===== src/design/jsr_pkg.sv =====
// shared types and constants of the joystick servo ramp block
`timescale 1ns / 1ps

package jsr_pkg;

    localparam int NUM_JOINTS = 4;
    localparam int JOINT_W    = 2;
    localparam int ANGLE_W    = 8;
    localparam int PULSE_W    = 12;
    localparam int CFG_IDX_W  = 3;

    localparam logic CMD_JOY  = 1'b0;
    localparam logic CMD_TICK = 1'b1;

    localparam logic [ANGLE_W-1:0] STICK_HIGH = 8'd200;
    localparam logic [ANGLE_W-1:0] STICK_LOW  = 8'd50;
    localparam logic [ANGLE_W:0]   STEP_DEG   = 9'd3;
    localparam logic [ANGLE_W:0]   WRAP_BIG   = 9'h1FF;
    localparam logic [ANGLE_W-1:0] HOME_ANGLE = 8'd90;
    localparam logic [PULSE_W-1:0] PULSE_BASE = 12'd500;

    // floor(pos*100/9) == (pos * 100 * ceil(2^18/9)) >> 18 for pos*100 < 2^15
    localparam int PULSE_SHIFT = 18;
    localparam int PROD_W      = 30;
    localparam logic [21:0] PULSE_MULT = 22'd2912800;

    localparam logic [JOINT_W-1:0] LAST_JOINT = 2'd3;

    localparam logic [ANGLE_W-1:0] MIN_RESET [NUM_JOINTS] = '{8'd25, 8'd35, 8'd45, 8'd20};
    localparam logic [ANGLE_W-1:0] MAX_RESET [NUM_JOINTS] = '{8'd100, 8'd120, 8'd160, 8'd160};

    typedef enum logic [5:0] {
        ST_IDLE = 6'b000001,
        ST_JOY  = 6'b000010,
        ST_SEEK = 6'b000100,
        ST_STEP = 6'b001000,
        ST_CALC = 6'b010000,
        ST_EMIT = 6'b100000
    } state_t;

    typedef struct packed {
        logic load_targets;
        logic seek_step;
        logic step;
        logic calc;
        logic load_out;
    } ctrl_cmd_t;

    typedef struct packed {
        logic pending;
        logic seek_end;
        logic reached;
        logic active_last;
        logic out_free;
    } dp_stat_t;

endpackage


===== src/design/jsr_in_if.sv =====
// input channel: joystick samples and ramp ticks
`timescale 1ns / 1ps

interface jsr_in_if;
    logic       valid;
    logic       ready;
    logic       cmd;
    logic [7:0] stick_lx;
    logic [7:0] stick_ly;
    logic [7:0] stick_rx;
    logic [7:0] stick_ry;

    modport source (output valid, output cmd, output stick_lx, output stick_ly,
                    output stick_rx, output stick_ry, input ready);
    modport sink (input valid, input cmd, input stick_lx, input stick_ly,
                  input stick_rx, input stick_ry, output ready);
endinterface


===== src/design/jsr_out_if.sv =====
// output channel: servo pulse widths
`timescale 1ns / 1ps

interface jsr_out_if;
    logic        valid;
    logic        ready;
    logic [1:0]  joint_index;
    logic [11:0] pulse_width;
    logic        ramp_done;

    modport source (output valid, output joint_index, output pulse_width,
                    output ramp_done, input ready);
    modport sink (input valid, input joint_index, input pulse_width,
                  input ramp_done, output ready);
endinterface


===== src/design/jsr_ctrl.sv =====
// control state machine of the servo ramp block
`timescale 1ns / 1ps

module jsr_ctrl (
    input  logic              clk,
    input  logic              rst_n,
    input  logic              in_valid,
    input  logic              in_cmd,
    output logic              in_ready,
    input  jsr_pkg::dp_stat_t stat,
    output jsr_pkg::ctrl_cmd_t cmd
);

    jsr_pkg::state_t state_reg, state_next;
    logic            tick_reg, tick_next;
    logic            in_fire;

    assign in_ready = (state_reg == jsr_pkg::ST_IDLE);
    assign in_fire  = in_valid && in_ready;

    always_comb
    begin
        state_next = state_reg;
        tick_next  = tick_reg;
        cmd        = '0;
        unique case (state_reg)
            jsr_pkg::ST_IDLE:
            begin
                if (in_fire)
                begin
                    if (in_cmd == jsr_pkg::CMD_JOY && !stat.pending)
                    begin
                        state_next = jsr_pkg::ST_JOY;
                        tick_next  = 1'b0;
                    end
                    else if (in_cmd == jsr_pkg::CMD_TICK && stat.pending)
                    begin
                        state_next = jsr_pkg::ST_STEP;
                        tick_next  = 1'b1;
                    end
                end
            end
            jsr_pkg::ST_JOY:
            begin
                cmd.load_targets = 1'b1;
                state_next       = jsr_pkg::ST_SEEK;
            end
            jsr_pkg::ST_SEEK:
            begin
                cmd.seek_step = 1'b1;
                if (stat.seek_end)
                    state_next = tick_reg ? jsr_pkg::ST_EMIT : jsr_pkg::ST_IDLE;
            end
            jsr_pkg::ST_STEP:
            begin
                cmd.step   = 1'b1;
                state_next = jsr_pkg::ST_CALC;
            end
            jsr_pkg::ST_CALC:
            begin
                cmd.calc = 1'b1;
                // a finished joint hands over to the next unfinished one
                if (stat.reached && !stat.active_last)
                    state_next = jsr_pkg::ST_SEEK;
                else
                    state_next = jsr_pkg::ST_EMIT;
            end
            jsr_pkg::ST_EMIT:
            begin
                if (stat.out_free)
                begin
                    cmd.load_out = 1'b1;
                    state_next   = jsr_pkg::ST_IDLE;
                end
            end
            default:
            begin
                state_next = jsr_pkg::ST_IDLE;
            end
        endcase
    end

    always_ff @(posedge clk or negedge rst_n)
    begin
        if (!rst_n)
        begin
            state_reg <= jsr_pkg::ST_IDLE;
            tick_reg  <= 1'b0;
        end
        else
        begin
            state_reg <= state_next;
            tick_reg  <= tick_next;
        end
    end

endmodule


===== src/design/jsr_dp.sv =====
// datapath: limits, joint angles, pulse arithmetic and output register
`timescale 1ns / 1ps

module jsr_dp (
    input  logic                          clk,
    input  logic                          rst_n,
    input  logic                          in_fire,
    input  logic [jsr_pkg::ANGLE_W-1:0]   stick_lx,
    input  logic [jsr_pkg::ANGLE_W-1:0]   stick_ly,
    input  logic [jsr_pkg::ANGLE_W-1:0]   stick_rx,
    input  logic [jsr_pkg::ANGLE_W-1:0]   stick_ry,
    input  logic                          cfg_we,
    input  logic [jsr_pkg::CFG_IDX_W-1:0] cfg_idx,
    input  logic [jsr_pkg::ANGLE_W-1:0]   cfg_wdata,
    input  jsr_pkg::ctrl_cmd_t            cmd,
    output jsr_pkg::dp_stat_t             stat,
    jsr_out_if.source                     pulses
);

    localparam int NJ = jsr_pkg::NUM_JOINTS;
    localparam int AW = jsr_pkg::ANGLE_W;
    localparam int JW = jsr_pkg::JOINT_W;
    localparam int PW = jsr_pkg::PULSE_W;

    logic [AW-1:0] min_reg [NJ];
    logic [AW-1:0] max_reg [NJ];
    logic [AW-1:0] stick_reg [NJ];
    logic [AW-1:0] target_reg [NJ];
    logic [AW-1:0] target_next [NJ];
    logic [AW-1:0] committed_reg [NJ];
    logic [AW-1:0] moving_reg, moving_next;
    logic [JW-1:0] active_reg;
    logic [JW-1:0] seek_idx_reg;
    logic          pending_reg;
    logic [jsr_pkg::PROD_W-1:0] prod_reg;
    logic [PW-1:0] pulse_reg;
    logic [JW-1:0] joint_reg;

    logic          out_valid_reg;
    logic [JW-1:0] out_joint_reg;
    logic [PW-1:0] out_pulse_reg;
    logic          out_done_reg;

    logic [JW-1:0] jidx;
    logic [AW-1:0] tgt_sel;
    logic [AW-1:0] com_sel;
    logic          seek_hit;
    logic          reached;

    // one read port onto the joint registers
    assign jidx    = cmd.seek_step ? seek_idx_reg : active_reg;
    assign tgt_sel = target_reg[jidx];
    assign com_sel = committed_reg[jidx];
    assign seek_hit = (com_sel != tgt_sel);
    assign reached  = (moving_reg == tgt_sel);

    assign stat.pending     = pending_reg;
    assign stat.seek_end    = seek_hit || (seek_idx_reg == jsr_pkg::LAST_JOINT);
    assign stat.reached     = reached;
    assign stat.active_last = (active_reg == jsr_pkg::LAST_JOINT);
    assign stat.out_free    = !out_valid_reg || pulses.ready;

    assign pulses.valid       = out_valid_reg;
    assign pulses.joint_index = out_joint_reg;
    assign pulses.pulse_width = out_pulse_reg;
    assign pulses.ramp_done   = out_done_reg;

    // new targets, four lanes in parallel
    always_comb
    begin
        logic [AW:0] up;
        logic [AW:0] down;
        logic [AW:0] t;
        logic        inv;
        for (int k = 0; k < NJ; k++)
        begin
            inv  = (k == 1);
            up   = {1'b0, committed_reg[k]} + jsr_pkg::STEP_DEG;
            // a decrement below zero wraps high and ends clamped to the max
            down = (committed_reg[k] >= jsr_pkg::STEP_DEG[AW-1:0])
                   ? ({1'b0, committed_reg[k]} - jsr_pkg::STEP_DEG)
                   : jsr_pkg::WRAP_BIG;
            t = {1'b0, target_reg[k]};
            if (stick_reg[k] > jsr_pkg::STICK_HIGH)
                t = inv ? down : up;
            if (stick_reg[k] < jsr_pkg::STICK_LOW)
                t = inv ? up : down;
            if (t <= {1'b0, min_reg[k]})
                t = {1'b0, min_reg[k]};
            if (t >= {1'b0, max_reg[k]})
                t = {1'b0, max_reg[k]};
            target_next[k] = t[AW-1:0];
        end
    end

    always_comb
    begin
        moving_next = moving_reg;
        if (moving_reg > tgt_sel)
            moving_next = moving_reg - 1'b1;
        else if (moving_reg < tgt_sel)
            moving_next = moving_reg + 1'b1;
    end

    always_ff @(posedge clk or negedge rst_n)
    begin
        if (!rst_n)
        begin
            for (int k = 0; k < NJ; k++)
            begin
                min_reg[k] <= jsr_pkg::MIN_RESET[k];
                max_reg[k] <= jsr_pkg::MAX_RESET[k];
            end
        end
        else if (cfg_we)
        begin
            if (cfg_idx[JW])
                max_reg[cfg_idx[JW-1:0]] <= cfg_wdata;
            else
                min_reg[cfg_idx[JW-1:0]] <= cfg_wdata;
        end
    end

    always_ff @(posedge clk)
    begin
        if (in_fire)
        begin
            stick_reg[0] <= stick_lx;
            stick_reg[1] <= stick_ly;
            stick_reg[2] <= stick_rx;
            stick_reg[3] <= stick_ry;
        end
        if (cmd.step)
            prod_reg <= jsr_pkg::PROD_W'(moving_next) * jsr_pkg::PROD_W'(jsr_pkg::PULSE_MULT);
        if (cmd.calc)
        begin
            pulse_reg <= jsr_pkg::PULSE_BASE
                         + PW'(prod_reg[jsr_pkg::PROD_W-1:jsr_pkg::PULSE_SHIFT]);
            joint_reg <= active_reg;
        end
        if (cmd.load_out)
        begin
            out_joint_reg <= joint_reg;
            out_pulse_reg <= pulse_reg;
            out_done_reg  <= !pending_reg;
        end
    end

    always_ff @(posedge clk or negedge rst_n)
    begin
        if (!rst_n)
        begin
            for (int k = 0; k < NJ; k++)
            begin
                target_reg[k]    <= jsr_pkg::HOME_ANGLE;
                committed_reg[k] <= '0;
            end
            moving_reg    <= '0;
            active_reg    <= '0;
            seek_idx_reg  <= '0;
            pending_reg   <= 1'b0;
            out_valid_reg <= 1'b0;
        end
        else
        begin
            if (cmd.load_targets)
            begin
                for (int k = 0; k < NJ; k++)
                    target_reg[k] <= target_next[k];
                seek_idx_reg <= '0;
            end
            if (cmd.seek_step)
            begin
                if (seek_hit)
                begin
                    moving_reg  <= com_sel;
                    active_reg  <= seek_idx_reg;
                    pending_reg <= 1'b1;
                end
                else if (seek_idx_reg == jsr_pkg::LAST_JOINT)
                begin
                    active_reg  <= '0;
                    pending_reg <= 1'b0;
                end
                else
                begin
                    seek_idx_reg <= seek_idx_reg + 1'b1;
                end
            end
            if (cmd.step)
                moving_reg <= moving_next;
            if (cmd.calc && reached)
            begin
                committed_reg[active_reg] <= tgt_sel;
                seek_idx_reg <= active_reg + 1'b1;
                if (active_reg == jsr_pkg::LAST_JOINT)
                begin
                    active_reg  <= '0;
                    pending_reg <= 1'b0;
                end
            end
            if (cmd.load_out)
                out_valid_reg <= 1'b1;
            else if (pulses.ready)
                out_valid_reg <= 1'b0;
        end
    end

endmodule


===== src/design/joystick_servo_ramp.sv =====
// A joystick beat is taken while the block is idle and sets the four joint
// targets in the next cycle, then a seek walks the joints one per cycle,
// up to all four, to find the first one that must move. A tick beat with a
// ramp running goes through accept, step and multiply, pulse and emit,
// plus a seek step for each later joint examined when a joint other than
// the last finishes; beats that are ignored end at their acceptance. The
// pulse goes into an output register, so a finished pulse can wait on the
// sink while the next beat is accepted; a tick stalls in its emit step
// only if the earlier pulse has still not been taken. Limit registers are
// to be written only while the block is idle, which the block itself does
// not enforce; they take effect on the next joystick beat.
`timescale 1ns / 1ps

module joystick_servo_ramp (
    input  logic                          clk,
    input  logic                          rst_n,
    jsr_in_if.sink                        items,
    jsr_out_if.source                     pulses,
    input  logic                          cfg_we,
    input  logic [jsr_pkg::CFG_IDX_W-1:0] cfg_idx,
    input  logic [jsr_pkg::ANGLE_W-1:0]   cfg_wdata
);

    jsr_pkg::ctrl_cmd_t cmd;
    jsr_pkg::dp_stat_t  stat;
    logic               in_ready;

    assign items.ready = in_ready;

    jsr_ctrl u_ctrl (
        .clk      (clk),
        .rst_n    (rst_n),
        .in_valid (items.valid),
        .in_cmd   (items.cmd),
        .in_ready (in_ready),
        .stat     (stat),
        .cmd      (cmd)
    );

    jsr_dp u_dp (
        .clk       (clk),
        .rst_n     (rst_n),
        .in_fire   (items.valid && in_ready),
        .stick_lx  (items.stick_lx),
        .stick_ly  (items.stick_ly),
        .stick_rx  (items.stick_rx),
        .stick_ry  (items.stick_ry),
        .cfg_we    (cfg_we),
        .cfg_idx   (cfg_idx),
        .cfg_wdata (cfg_wdata),
        .cmd       (cmd),
        .stat      (stat),
        .pulses    (pulses)
    );

endmodule

===== src/flat_wrapper.sv =====
// flat-port wrapper written by rule: the top's interface ports become plain ports
module joystick_servo_ramp_flat 
  (clk, rst_n, cfg_we, cfg_idx, cfg_wdata, items_valid, items_cmd, items_stick_lx, items_stick_ly, items_stick_rx, items_stick_ry, items_ready, pulses_valid, pulses_joint_index, pulses_pulse_width, pulses_ramp_done, pulses_ready);
  jsr_in_if items_i ();
  jsr_out_if pulses_i ();
  input  logic clk;
  input  logic rst_n;
  input  logic cfg_we;
  input  logic [jsr_pkg::CFG_IDX_W-1:0] cfg_idx;
  input  logic [jsr_pkg::ANGLE_W-1:0] cfg_wdata;
  input wire logic [$bits(items_i.valid)-1:0] items_valid;
  input wire logic [$bits(items_i.cmd)-1:0] items_cmd;
  input wire logic [$bits(items_i.stick_lx)-1:0] items_stick_lx;
  input wire logic [$bits(items_i.stick_ly)-1:0] items_stick_ly;
  input wire logic [$bits(items_i.stick_rx)-1:0] items_stick_rx;
  input wire logic [$bits(items_i.stick_ry)-1:0] items_stick_ry;
  output wire logic [$bits(items_i.ready)-1:0] items_ready;
  output wire logic [$bits(pulses_i.valid)-1:0] pulses_valid;
  output wire logic [$bits(pulses_i.joint_index)-1:0] pulses_joint_index;
  output wire logic [$bits(pulses_i.pulse_width)-1:0] pulses_pulse_width;
  output wire logic [$bits(pulses_i.ramp_done)-1:0] pulses_ramp_done;
  input wire logic [$bits(pulses_i.ready)-1:0] pulses_ready;
  assign items_i.valid = items_valid;
  assign items_i.cmd = items_cmd;
  assign items_i.stick_lx = items_stick_lx;
  assign items_i.stick_ly = items_stick_ly;
  assign items_i.stick_rx = items_stick_rx;
  assign items_i.stick_ry = items_stick_ry;
  assign items_ready = items_i.ready;
  assign pulses_valid = pulses_i.valid;
  assign pulses_joint_index = pulses_i.joint_index;
  assign pulses_pulse_width = pulses_i.pulse_width;
  assign pulses_ramp_done = pulses_i.ramp_done;
  assign pulses_i.ready = pulses_ready;
  joystick_servo_ramp u_core (.clk(clk), .rst_n(rst_n), .items(items_i), .pulses(pulses_i), .cfg_we(cfg_we), .cfg_idx(cfg_idx), .cfg_wdata(cfg_wdata));
endmodule

===== config.mk =====
export PLATFORM = sky130hd
export DESIGN_NAME = joystick_servo_ramp_flat
export DESIGN_NICKNAME = d
export VERILOG_FILES = /design/src/design/jsr_pkg.sv /design/src/design/jsr_in_if.sv /design/src/design/jsr_out_if.sv /design/src/design/jsr_ctrl.sv /design/src/design/jsr_dp.sv /design/src/design/joystick_servo_ramp.sv /design/src/flat_wrapper.sv
export SDC_FILE = /design/constraint.sdc
export NUM_CORES = 1
export LEC_CHECK = 0
export BUFFER_PORTS_ARGS = -buffer_cell sky130_fd_sc_hd__buf_2
export CAP_MARGIN = 10
export CORE_ASPECT_RATIO = 0.8
export CORE_MARGIN = 8
export CORE_UTILIZATION = 45
export DETAILED_ROUTE_END_ITERATION = 10
export GPL_ROUTABILITY_DRIVEN = 0
export SETUP_SLACK_MARGIN = 0.02
export SYNTH_ARGS = -nofsm -noshare
export SYNTH_HDL_FRONTEND = slang
export SYNTH_SLANG_ARGS = --single-unit

===== constraint.sdc =====
create_clock -name clk -period 7.6 [get_ports clk]
set_input_delay 0.38 -clock clk [delete_from_list [all_inputs] [get_ports clk]]
set_output_delay 0.38 -clock clk [all_outputs]
set_load 0.02 [all_outputs]

==> results of run 1 <==
## routing by layer
metal  wire length, microns  track usage  vias to the layer above  part of all wire
met5                      0            0                        -                 0
met3                   3516      0.05433                       61             0.081
met1                  21230       0.3140                     6032              0.49
met4                    799      0.04291                        0             0.018
li1                       -            -                     5837                 -
met2                  17720       0.3069                      429              0.41
## how the worst max path moves through the flow
stage / startpoint / end / slack, ns / depth (start not counted)
final: u_core.u_ctrl.state_reg[1] / u_core.u_dp.prod_reg[29] / 0.30 / 31
after global routing: u_core.u_ctrl.state_reg[1] / u_core.u_dp.prod_reg[29] / -0.06 / 31
after global placement: u_core.u_ctrl.state_reg[1] / u_core.u_dp.prod_reg[25] / 0.09 / 27
after floorplan: u_core.u_ctrl.state_reg[1] / u_core.u_dp.prod_reg[28] / 0.03 / 28
after CTS: u_core.u_ctrl.state_reg[1] / u_core.u_dp.prod_reg[29] / 0.06 / 29
after detailed placement: u_core.u_ctrl.state_reg[1] / u_core.u_dp.prod_reg[29] / -0.06 / 29
## cells by family (layout without fill, tap and decap cells)
logic type               Yosys count  after routing  share of synthesized area
AND/OR/NAND/NOR                  331            331                     0.1041
AO/OA/AOI/OAI                    477            477                     0.2095
XOR/XNOR                          63             63                    0.03738
other                              0              1                          0
adder cells (fa/ha/maj)          164            164                     0.1457
multiplexers                      62             62                    0.05710
flip-flops                       222            222                     0.3937
buffers and inverters            211            359                    0.05248
## layout make-up
class                   count  area share
clock buffers              38     0.04401
multi-input cells        1097      0.4835
diodes                      1   0.0001415
well taps                 434     0.03071
flip-flops and latches    222      0.3376
repair buffers            166     0.06658
inverters                 145     0.03078
clock inverters            10    0.006651
## through the flow
step	hold slack (ns)	utilization	TNS, ns
2_1_floorplan	0.08441	-	0
3_3_place_gp	0.4005	0.4859	0
3_5_place_dp	0.4045	0.4859	-0.1598
4_1_cts	0.001555	0.5230	0
5_1_grt	0.01102	0.5293	-0.06066
6_report	0.02218	0.5294	0
## worst max-delay path: cells and delay by family, from the launching register on
family	cells	cell delay (ns)
compound gates	10	1.88
buf+inv	6	0.73
xor+xnor	2	0.34
simple gates	6	0.83
mux	1	0.55
flops	1	0.40
fa+ha+maj	6	2.28
## repair_timing
item	4_1_cts	5_1_grt
pin swaps	1	20
hold endpoints to repair	95	0
setup buffers	1	13
setup endpoints to repair	5	9
gates resized for setup	3	25
hold buffers	32	0
## layout by cell type (no fill, tap or decap), types with 31 or more instances in the layout
cell / count
ha_1: 140
o21a_1: 32
buf_4: 67
dfrtp_1: 109
xnor2_1: 31
mux2_2: 46
edfxtp_1: 73
dlygate4sd3_1: 32
nand2_1: 137
buf_2: 64
dfstp_2: 40
a21oi_1: 52
inv_1: 140
nor2_1: 58
o21ai_0: 186
==> run_results.csv, run 1 <==
group,metric,value,unit
layout,fin_area,0.01768,sq mm
detailed_routing,viasPerCell,5.849,
sta,fin_crit_sh,0.9610,
cts,cts-root-buf,"clkbuf_16",
sta,hold_violations,0,
floorplan,coreArea,0.03341,sq mm
yosys,synthTopCellsByArea,"dfrtp_1 (18%), edfxtp_1 (14%), ha_1 (12%), dfstp_2 (6.9%), o21ai_0 (6.2%)",
worst_setup_path,start_kind,"flop",
detailed_routing,first_iter_violations,942,
yosys,async_flop_share,0.6712,
flow_run,cap_violations,0,
worst_hold_path,hold-path-endpoint,"u_core.u_dp.stick_reg[3][6]",
layout,fillerInstances,2971,
sta,setup_viol,0,
placed_design,dp_slack,-0.06029,ns
yosys,synthTopCellsByCount,"o21ai_0 (187), inv_1 (145), ha_1 (143)",
status,status,"finished, final reports clean",
worst_setup_path,cp_max_fo,7,
sta,slew_headroom,0.3973,
sta,worst_slew_pin_slew,0.9040,ns
detailed_routing,dr.pass1.iters,6,
yosys,avgSynthCellArea,9.911,sq um
floorplan,io_pins,66,
worst_setup_path,rrSetupSlack,0.30,ns
yosys,syn_inst,1530,
cts,clock-sinks,222,
yosys,synth_most_common_cell,"o21ai_0",
detailed_routing,wl_per_cell,20.47,microns
worst_setup_path,cp_slowest_cell,"fa_1",
layout,multiInputGateArea,0.008551,sq mm
yosys,yosysWarnings,0,
floorplan,dieWidth,221.2,microns
worst_setup_path,r2r_start,"u_core.u_ctrl.state_reg[1]",
floorplan,die-area,0.03987,sq mm
yosys,ys_ff_latch,222,
placed_design,io_buffers,65,
grt,grt_pass1_vias,12040,
grt,antenna_found_initial,1,
sta,rsz0062_at_grt,"yes",
worst_setup_path,reg2reg_depth,31,
grt,grt-ovfl-total,0,
worst_hold_path,hold_depth,1,
placed_design,dpl_cell_area,0.01623,sq mm
worst_hold_path,min-delay-path-class,"in2reg",
sta,finalWorstSetupSlack,0.2965,ns
floorplan,row_count,60,
yosys,synth_top_area_frac,0.1799,
worst_setup_path,required,7.88,ns
sta,skew,0.03129,ns
cts,cts-buffers-inserted,26,
cts,h-tree-depth,1,
yosys,synth.yosys.seq_area_share,0.3937,
placed_design,place_hpwl,32290,microns
layout,final-seq-area,0.005971,sq mm
layout,syn_to_final_growth,16.62,%
worst_hold_path,min-delay-start,"items_stick_ry[6]",
floorplan,initial_core_util,0.4539,
sta,min_period,7.303,ns
grt,grt_usage,0.2118,
cts,cts.clk_slew.worst_paths,0.06,ns
grt,grt_pass1_wl,68330,microns
yosys,synth_cell_types,83,
placed_design,placed_cells,2018,
yosys,synthFlopType,"dfrtp_1",
worst_setup_path,worstPathArrival,7.59,ns
yosys,synth-edff-count,73,
layout,drive_above_1_share,0.2002,
grt,grt_max_degree,95,
layout,stdcell_count,2113,
cts,clk_latency,0.56,ns
yosys,syn_area,0.01516,sq mm
detailed_routing,drc,0,
worst_setup_path,path_class,"reg2reg",
cts,cts_tree,"done",
sta,fmax,0.1369,GHz
cts,clk_path_buf_depth,3,
yosys,synth_nets,1743,
detailed_routing,wirelength,43260,microns
sta,drv_slew,0,
yosys,yosysTopAreaCell,"dfrtp_1",
detailed_routing,vias,12360,
floorplan,die_h,180.2,microns
worst_setup_path,end_kind,"flop",
detailed_routing,final_antenna_net_count,0,
layout,nets,1871,
worst_setup_path,critPathMaxStageDelay,0.57,ns
worst_setup_path,r2r-end,"u_core.u_dp.prod_reg[29]",
Power of run 1 is not shown: default switching activity piles up to over one toggle a cycle in this logic, so the estimate is an artifact.
==> run 2, diff against run 1 <==
--- a/config.mk
+++ b/config.mk
@@ -5,6 +5,7 @@
 export SDC_FILE = /design/constraint.sdc
 export NUM_CORES = 1
 export LEC_CHECK = 0
+export ABC_AREA = 1
 export BUFFER_PORTS_ARGS = -buffer_cell sky130_fd_sc_hd__buf_2
 export CAP_MARGIN = 10
 export CORE_ASPECT_RATIO = 0.8
==> run 2 against run 1 <==
Against the previous run: global-route usage fell by 0.52 points; cell count is 15% higher; sequential share of layout area up 0.86 points; wire length down 2.3%; die area is 0.46% higher; flip-flop and latch count did not move; clock-buffer cell count is 6 lower; setup slack gained 0.18 ns; design area down 2.5%; first-iteration DRC count increased by 26%; worst hold slack lost 0.0029 ns; utilization fell by 1.4 points.
==> run_results.csv, run 2 <==
group,metric,value,unit
status,status,"finished, final reports clean",
sta,fmax,0.1404,GHz
grt,antenna_found_initial,0,
layout,n_antenna_cell,0,
grt,grt_pass1_vias,12600,
floorplan,die_h,180.6,microns
grt,grt_usage,0.2066,
worst_setup_path,worstPathArrival,7.41,ns
yosys,synthTopCellsByCount,"nand2_1 (370), inv_1 (292), o21ai_0 (244)",
placed_design,io_buffers,65,
sta,finalWorstSetupSlack,0.4758,ns
sta,tns,0,ns
worst_setup_path,crit_top_cell,"nand2_1",
yosys,ys_ff_latch,222,
yosys,avgSynthCellArea,8.128,sq um
layout,final_common_cell,"nand2_1",
detailed_routing,final_antenna_net_count,0,
cts,cts-root-buf,"clkbuf_16",
sta,rsz0062_at_grt,"no",
detailed_routing,vias,13200,
placed_design,dp_slack,0.1467,ns
layout,multiInputGateArea,0.008061,sq mm
worst_setup_path,end_kind,"flop",
worst_setup_path,required,7.89,ns
detailed_routing,dr.pass1.iters,6,
yosys,synth_cell_types,57,
yosys,synth_most_common_cell,"nand2_1",
worst_setup_path,cp_slowest_cell,"fa_1",
yosys,syn_area,0.01524,sq mm
cts,clk_latency,0.55,ns
detailed_routing,wirelength,42270,microns
layout,final-seq-area,0.005971,sq mm
grt,grt_pass1_wl,67790,microns
sta,drv_slew,0,
yosys,yosysTopAreaCell,"dfrtp_1",
sta,setup_viol,0,
detailed_routing,drc,0,
yosys,synth_nets,2088,
worst_setup_path,critPathMaxStageDelay,0.55,ns
worst_setup_path,start_kind,"flop",
yosys,synthFlopType,"dfrtp_1",
yosys,synth_top_area_frac,0.1790,
worst_setup_path,cp_max_fo,14,
grt,grt_max_degree,78,
layout,layout_common_cells,"nand2_1 (368), inv_1 (290), o21ai_0 (243), ha_1 (143), nor2_1 (116)",
layout,fin_area,0.01725,sq mm
flow_run,cap_violations,0,
layout,nets,2180,
sta,hold_violations,0,
layout,syn_to_final_growth,13.16,%
yosys,synthTopCellsByArea,"dfrtp_1 (18%), edfxtp_1 (14%), ha_1 (12%), nand2_1 (9.1%), o21ai_0 (8.0%)",
cts,cts_tree,"done",
placed_design,dpl_cell_area,0.01602,sq mm
yosys,synth.yosys.seq_area_share,0.3918,
worst_hold_path,min-delay-path-class,"in2reg",
cts,cts.clk_slew.worst_paths,0.06,ns
layout,drive_above_1_share,0.1123,
floorplan,coreArea,0.03348,sq mm
cts,clk_path_buf_depth,3,
yosys,async_flop_share,0.6712,
layout,fillerInstances,3258,
floorplan,row_count,60,
sta,min_period,7.124,ns
floorplan,initial_core_util,0.4552,
cts,cts-buffers-inserted,25,
detailed_routing,viasPerCell,5.456,
sta,skew,0.02416,ns
cts,h-tree-depth,1,
yosys,yosysWarnings,0,
detailed_routing,first_iter_violations,1188,
detailed_routing,wl_per_cell,17.47,microns
grt,grt-ovfl-total,0,
sta,worst_slew_pin_slew,1.108,ns
floorplan,die-area,0.04005,sq mm
yosys,syn_inst,1875,
cts,clock-sinks,222,
worst_setup_path,path_class,"reg2reg",
sta,slew_headroom,0.2593,
yosys,synth-edff-count,73,
floorplan,io_pins,66,
floorplan,dieWidth,221.8,microns
sta,fin_crit_sh,0.9374,
placed_design,place_hpwl,32070,microns
[run 2: cell count changes in the layout (fill, tap and decap cells not counted), moves of 23 or more]
cell	before	now
nand2_1	137	368
o21a_1	32	9
mux2_2	46	0
inv_1	140	290
nor2_1	58	116
nand3_1	17	48
a21o_1	27	3
a21oi_1	52	103
buf_4	67	25
o21ai_0	186	243
[run 2: cell families (layout without fill, tap and decap cells)]
group	Yosys count	in the layout	share of synthesized area
and+or+nand+nor	628	630	0.1750
AOI/OAI and AO/OA	469	470	0.1759
buffers and inverters	348	456	0.08653
DFF	222	222	0.3918
adders and majority gates	164	164	0.1450
xor gates and xnor gates	44	44	0.02578
[run 2: layout make-up]
type / instances / area share
clock buffers: 32 / 0.03896
well taps: 434 / 0.03149
multi-input cells: 1308 / 0.4674
flip-flops and latches: 222 / 0.3462
clock inverters: 14 / 0.008851
repair buffers: 110 / 0.04179
inverters: 300 / 0.06529
[run 2: stage by stage]
step                      cells  utilization  hold WS (ns)
after floorplan            1875            -       0.08441
after global placement     2337       0.4786        0.4026
after detailed placement   2337       0.4786        0.4045
after CTS                  2402       0.5089      0.001250
after global routing       2420       0.5151      0.006406
final                      2420       0.5151       0.01928
[run 2: worst max-delay path: cells and delay by family (launching register included)]
kind                     cells  cell delay, ns
AND/OR/NAND/NOR             13            1.99
buffers and inverters        5            0.54
flip-flops                   1            0.43
AO/OA/AOI/OAI                4            0.91
adder cells (fa/ha/maj)      6            2.70
XOR/XNOR                     2            0.30
[run 2: per-layer routing]
layer / track usage / share of wire / vias to the layer above
li1: - / - / 6486
met1: 0.3056 / 0.48 / 6234
met2: 0.3055 / 0.42 / 420
met3: 0.04506 / 0.079 / 64
met4: 0.04236 / 0.019 / 0
met5: 0 / 0 / -
[run 2: repair_timing]
action | 4_1_cts | 5_1_grt
hold buffers | 19 | 0
buffers inserted | 0 | 15
setup endpoints to repair | 0 | 10
gates resized for setup | 0 | 14
endpoints found under the hold margin | 74 | 0
[run 2: final timing paths]
path                                       startpoint                      endpoint  slack, ns  cells past startpoint
setup reg to reg           u_core.u_ctrl.state_reg[1]      u_core.u_dp.prod_reg[25]       0.48                     30
max in group asynchronous                       rst_n  u_core.u_dp.committed_reg[3]       5.70                      3
setup / recovery           u_core.u_ctrl.state_reg[1]      u_core.u_dp.prod_reg[25]       0.48                     30
hold reg to reg              u_core.u_dp.prod_reg[18]      u_core.u_dp.pulse_reg[0]       0.41                      0
min in group asynchronous                       rst_n       u_core.u_dp.max_reg[27]       0.44                      2
hold / removal                      items_stick_rx[4]   u_core.u_dp.stick_reg[2][4]       0.02                      1
Power of run 2 is left out for the same reason.
